File: src/rtl/core/tdp_pkg.sv
package tdp_pkg;

  typedef enum logic [1:0] {
    ST_IDLE,
    ST_RUN,
    ST_DRAIN,
    ST_DONE
  } tdp_state_e;

  localparam int unsigned FIRST_DIVISOR = 3;
  localparam int unsigned FIRST_SQUARE  = 9;
  localparam int unsigned DIVISOR_STEP  = 2;
  localparam int unsigned SQUARE_BIAS   = 4;

endpackage

File: src/rtl/core/tdp_cell.sv
module tdp_cell #(
  parameter int unsigned DivisorWidth = 18
) (
  input  logic                    clk_i,
  input  logic                    rst_ni,
  input  logic                    flush_i,
  input  logic                    valid_i,
  input  logic [DivisorWidth-1:0] divisor_i,
  input  logic [DivisorWidth-1:0] rem_i,
  input  logic                    bit_i,
  output logic                    valid_o,
  output logic [DivisorWidth-1:0] divisor_o,
  output logic [DivisorWidth-1:0] rem_o
);
  import tdp_pkg::*;

  logic [DivisorWidth:0]   shifted;
  logic [DivisorWidth:0]   diff;
  logic                    fits;
  logic                    valid_q;
  logic                    valid_d;
  logic [DivisorWidth-1:0] divisor_q;
  logic [DivisorWidth-1:0] rem_q;
  logic [DivisorWidth-1:0] rem_d;

  always_comb begin
    shifted = {rem_i, bit_i};
    diff    = shifted - {1'b0, divisor_i};
    fits    = (shifted >= {1'b0, divisor_i});
    rem_d   = fits ? diff[DivisorWidth-1:0] : shifted[DivisorWidth-1:0];
    valid_d = valid_i && !flush_i;
  end

  always_ff @(posedge clk_i or negedge rst_ni) begin
    if (!rst_ni) begin
      valid_q <= 1'b0;
    end else begin
      valid_q <= valid_d;
    end
  end

  always_ff @(posedge clk_i) begin
    divisor_q <= divisor_i;
    rem_q     <= rem_d;
  end

  assign valid_o   = valid_q;
  assign divisor_o = divisor_q;
  assign rem_o     = rem_q;

endmodule

File: src/rtl/core/tdp_chain.sv
module tdp_chain #(
  parameter int unsigned NumberWidth  = 32,
  parameter int unsigned DivisorWidth = 18
) (
  input  logic                    clk_i,
  input  logic                    rst_ni,
  input  logic                    flush_i,
  input  logic                    valid_i,
  input  logic [DivisorWidth-1:0] divisor_i,
  input  logic [NumberWidth-1:0]  number_i,
  output logic                    hit_o,
  output logic                    busy_o
);
  import tdp_pkg::*;

  logic [NumberWidth:0]    valid;
  logic [DivisorWidth-1:0] divisor [NumberWidth+1];
  logic [DivisorWidth-1:0] rem     [NumberWidth+1];

  assign valid[0]   = valid_i;
  assign divisor[0] = divisor_i;
  assign rem[0]     = '0;

  for (genvar k = 0; k < NumberWidth; k++) begin : g_cell
    tdp_cell #(
      .DivisorWidth(DivisorWidth)
    ) u_cell (
      .clk_i    (clk_i),
      .rst_ni   (rst_ni),
      .flush_i  (flush_i),
      .valid_i  (valid[k]),
      .divisor_i(divisor[k]),
      .rem_i    (rem[k]),
      .bit_i    (number_i[NumberWidth-1-k]),
      .valid_o  (valid[k+1]),
      .divisor_o(divisor[k+1]),
      .rem_o    (rem[k+1])
    );
  end

  assign hit_o  = valid[NumberWidth] && (rem[NumberWidth] == '0);
  assign busy_o = |valid[NumberWidth:1];

endmodule

File: config.mk
export PLATFORM = sky130hd
export DESIGN_NAME = tdp_chain
export DESIGN_NICKNAME = d
export VERILOG_FILES = /design/src/rtl/core/tdp_pkg.sv /design/src/rtl/core/tdp_cell.sv /design/src/rtl/core/tdp_chain.sv
export SDC_FILE = /design/constraint.sdc
export NUM_CORES = 2
export LEC_CHECK = 0
export BUFFER_PORTS_ARGS = -buffer_cell sky130_fd_sc_hd__buf_2
export CAP_MARGIN = 20
export CORE_ASPECT_RATIO = 0.7
export CORE_UTILIZATION = 45
export CTS_CLUSTER_DIAMETER = 120
export DETAILED_ROUTE_END_ITERATION = 10
export PLACE_DENSITY = 0.7
export SLEW_MARGIN = 40
export SYNTH_ARGS = -nofsm -noshare
export SYNTH_HDL_FRONTEND = slang
export SYNTH_SLANG_ARGS = --single-unit
File: constraint.sdc
create_clock -name clk_i -period 5.9 [get_ports clk_i]
set_input_delay 1.18 -clock clk_i [delete_from_list [all_inputs] [get_ports clk_i]]
set_output_delay 1.18 -clock clk_i [all_outputs]
set_load 0.02 [all_outputs]
==> flow_summary.yaml <==
synthesis:
  synthArstFlopShare: 0.0274
  synth.top_cell.area_share: 0.383
  synth_top_cell_by_area: "dfxtp_1"
  synth_flop_cell: "dfxtp_1"
  synth.most_common_cell: "dfxtp_1"
  syn_avg_cell_area_um2: 9.15
  synth_area_mm2: 0.0593
  yosysWarnings: 0
  yosys-top-cells-area: "dfxtp_1, ha_1, mux2_2, a21oi_1, inv_1"
  synth_edf_count: 0
  yosysSeqAreaShare: 0.397
  syn_nets: 7121
  synthDistinctLibCells: 81
  netlist_instances: 6476
  synth_common_cells: "dfxtp_1, inv_1, ha_1, a21oi_1, nor2_1"
  ys_ff_latch: 1166
global_route:
  grt_max_degree: 36
  grt_pass1_vias: 43100
  grt_pass1_wl_mm: 226
  use_met3: 0.0331
  grt_overflow: 0
  antenna_found_initial: 5
  gr-usage-met2: 0.309
  busiest_layer: "met2"
  grtUsageMet1: 0.306
  grt_usage: 0.205
die:
  fp.coreArea_mm2: 0.130
  die_x_um: 436
  die_area_mm2: 0.133
  dieHeight_um: 306
  ioPinCount: 56
  rows: 110
  start_util: 0.457
cts:
  cts_root_buf: "clkbuf_16"
  cts_sinks: 1166
  post_cts.repair.setup_buffers: 0
  cts_inserted_buffers: 113
  clk_path_buf_depth: 3
  htree_levels: 3
  cts_resized: 0
  cts_tree: "built"
  clkSlewWorstSetupHoldPaths_ns: 0.07
  ctsHoldBuffers: 0
  clock_latency_ns: 0.75
route:
  wl_mm: 138
  vias: 45100
  viasPerCell: 5.40
  first_iter_violations: 3698
  drt_pass1_iterations: 6
  drtAntennaViolNets: 0
  post_drt_wl_per_cell_um: 16.5
  drc: 0
outcome:
  status: "finished, final reports clean"
pwr:
  p_leak_uw: 0.0300
  ir_drop_mv: 0.419
  power_density_mw_per_mm2: 504
  p_total_uw: 32800
timing:
  slew_headroom: 0.480
  drv_slew: 0
  worst_pin_slew_ns: 0.771
  finClkSkew_ns: 0.0239
  hold_violations: 0
  timing.hold.ws_ns: 0.345
  fin_setup_tns_ns: 0
  post-route-period-util: 0.565
  rsz0062_at_grt: "false"
  fin_crit_ns: 3.33
  setup_violations: 0
  fmax_ghz: 0.300
critical_path:
  start_kind: "flip-flop"
  crit_required_ns: 6.52
  cp_slowest_stage_delay_ns: 0.58
  crit_arrival_ns: 3.96
  crit_slowest_cell: "dfxtp_1"
  worst_setup_path_end_kind: "flip-flop"
  cp_max_fo: 14
  crit_type: "reg -> reg"
  crit_path_cell_trace: "inv_1, ha_1, nor2b_1, o31a_2, o31ai_1, a31oi_1, o22ai_2, o41a_1, o31ai_4, buf_4, mux2_2"
run:
  drv_cap: 0
placed_design:
  hpwlAfterDp_mm: 107
  dpl_cell_area_mm2: 0.0613
  io_buffer_count: 55
  routabilityCongestion: 0.932
  dp_cells: 8137
cells_and_area:
  stdcell_count: 8349
  area_growth_pct: 10.0
  fin_area_mm2: 0.0652
  drive_gt1_frac: 0.0998
  final_net_count: 7163
  n_fill_cell: 11800
min_path:
  hold_path_class: "reg -> reg"
kinds of logic (layout without fill, tap and decap cells):
| family | count (synthesis) | count (layout) | synth area share |
|---|---|---|---|
| AOI/OAI and AO/OA | 1593 | 1593 | 0.170 |
| xor gates and xnor gates | 386 | 386 | 0.0571 |
| adders and majority gates | 591 | 591 | 0.129 |
| buffers and inverters | 862 | 998 | 0.0564 |
| DFF | 1166 | 1166 | 0.397 |
| muxes | 352 | 352 | 0.0664 |
| other | 0 | 1 | 0 |
| and+or+nand+nor | 1526 | 1526 | 0.125 |
routing by layer:
metal	vias to the layer above	part of all wire	wire, um
met5	-	0.000094	13
met4	2	0.017	2410
met3	201	0.057	7890
met2	1159	0.42	57600
met1	21000	0.51	70200
li1	22700	-	-
registers in the layout, indices dropped and copies added (netlist names):
name and count:
g_cell.u_cell.rem_o 576, g_cell.u_cell.valid_o 32, g_cell.u_cell.divisor_o 558
path summary, 6_finish.rpt:
check / start / end / slack [ns] / cells past startpoint
min: g_cell[7].u_cell.divisor_o[2]$_DFF_P_ / g_cell[8].u_cell.divisor_o[2]$_DFF_P_ / 0.34 / 0
max: g_cell[18].u_cell.divisor_o[1]$_DFF_P_ / g_cell[19].u_cell.rem_o[6]$_DFF_P_ / 2.57 / 11
max reg2reg: g_cell[18].u_cell.divisor_o[1]$_DFF_P_ / g_cell[19].u_cell.rem_o[6]$_DFF_P_ / 2.57 / 11
min in group asynchronous: rst_ni / g_cell[20].u_cell.valid_o$_DFF_PN0_ / 0.47 / 1
min reg2reg: g_cell[7].u_cell.divisor_o[2]$_DFF_P_ / g_cell[8].u_cell.divisor_o[2]$_DFF_P_ / 0.34 / 0
max in group asynchronous: rst_ni / g_cell[11].u_cell.valid_o$_DFF_PN0_ / 5.00 / 1
placed cells by master, fill, tap and decap left out, types with 32 or more instances in the layout:
master | synthesis | layout
and2_1 | 36 | 36
nor2b_1 | 118 | 118
clkbuf_16 | 0 | 113
o21a_1 | 102 | 102
xnor2_1 | 239 | 239
mux2i_1 | 36 | 36
a21o_1 | 133 | 133
dfxtp_1 | 1134 | 1134
dfrtp_1 | 32 | 32
nand2b_1 | 71 | 71
buf_2 | 17 | 55
nor3_1 | 112 | 112
nand4_1 | 66 | 66
a211oi_1 | 79 | 78
ha_1 | 560 | 560
and3_1 | 40 | 40
nand3_1 | 142 | 142
xor2_1 | 147 | 147
inv_1 | 715 | 715
o31a_1 | 48 | 48
a31oi_1 | 61 | 60
nor2_1 | 502 | 502
a21oi_1 | 559 | 557
mux2_2 | 302 | 302
nand2_1 | 304 | 298
o21ai_0 | 339 | 336
layout make-up:
cell class	count	area, um2	area share
multi-input cells	4448	32500	0.499
flip-flops and latches	1166	23500	0.361
clock buffers	145	3090	0.0474
inverters	715	2680	0.0412
well taps	1736	2170	0.0333
clock inverters	64	753	0.0116
repair buffers	74	444	0.00681
diodes	1	2.50	0.0000384
power by group:
part	internal, uW	switching (uW)
combinational	6740	7860
clock	4210	3220
sequential	9620	1180
total	20600	12300
worst max-delay path, delay by kind of cell, from the launching register on:
kind,cells,cell delay [ns]
flops,1,0.58
compound gates,6,1.35
simple gates,1,0.20
buf+inv,2,0.41
mux,1,0.37
fa+ha+maj,1,0.31
through the flow:
step	setup slack [ns]	utilization
2_1_floorplan	2.44	-
3_3_place_gp	1.85	0.472
3_5_place_dp	1.80	0.473
4_1_cts	2.50	0.502
5_1_grt	2.38	0.503
6_report	2.57	0.503
Power figures use the tool's default switching activity.
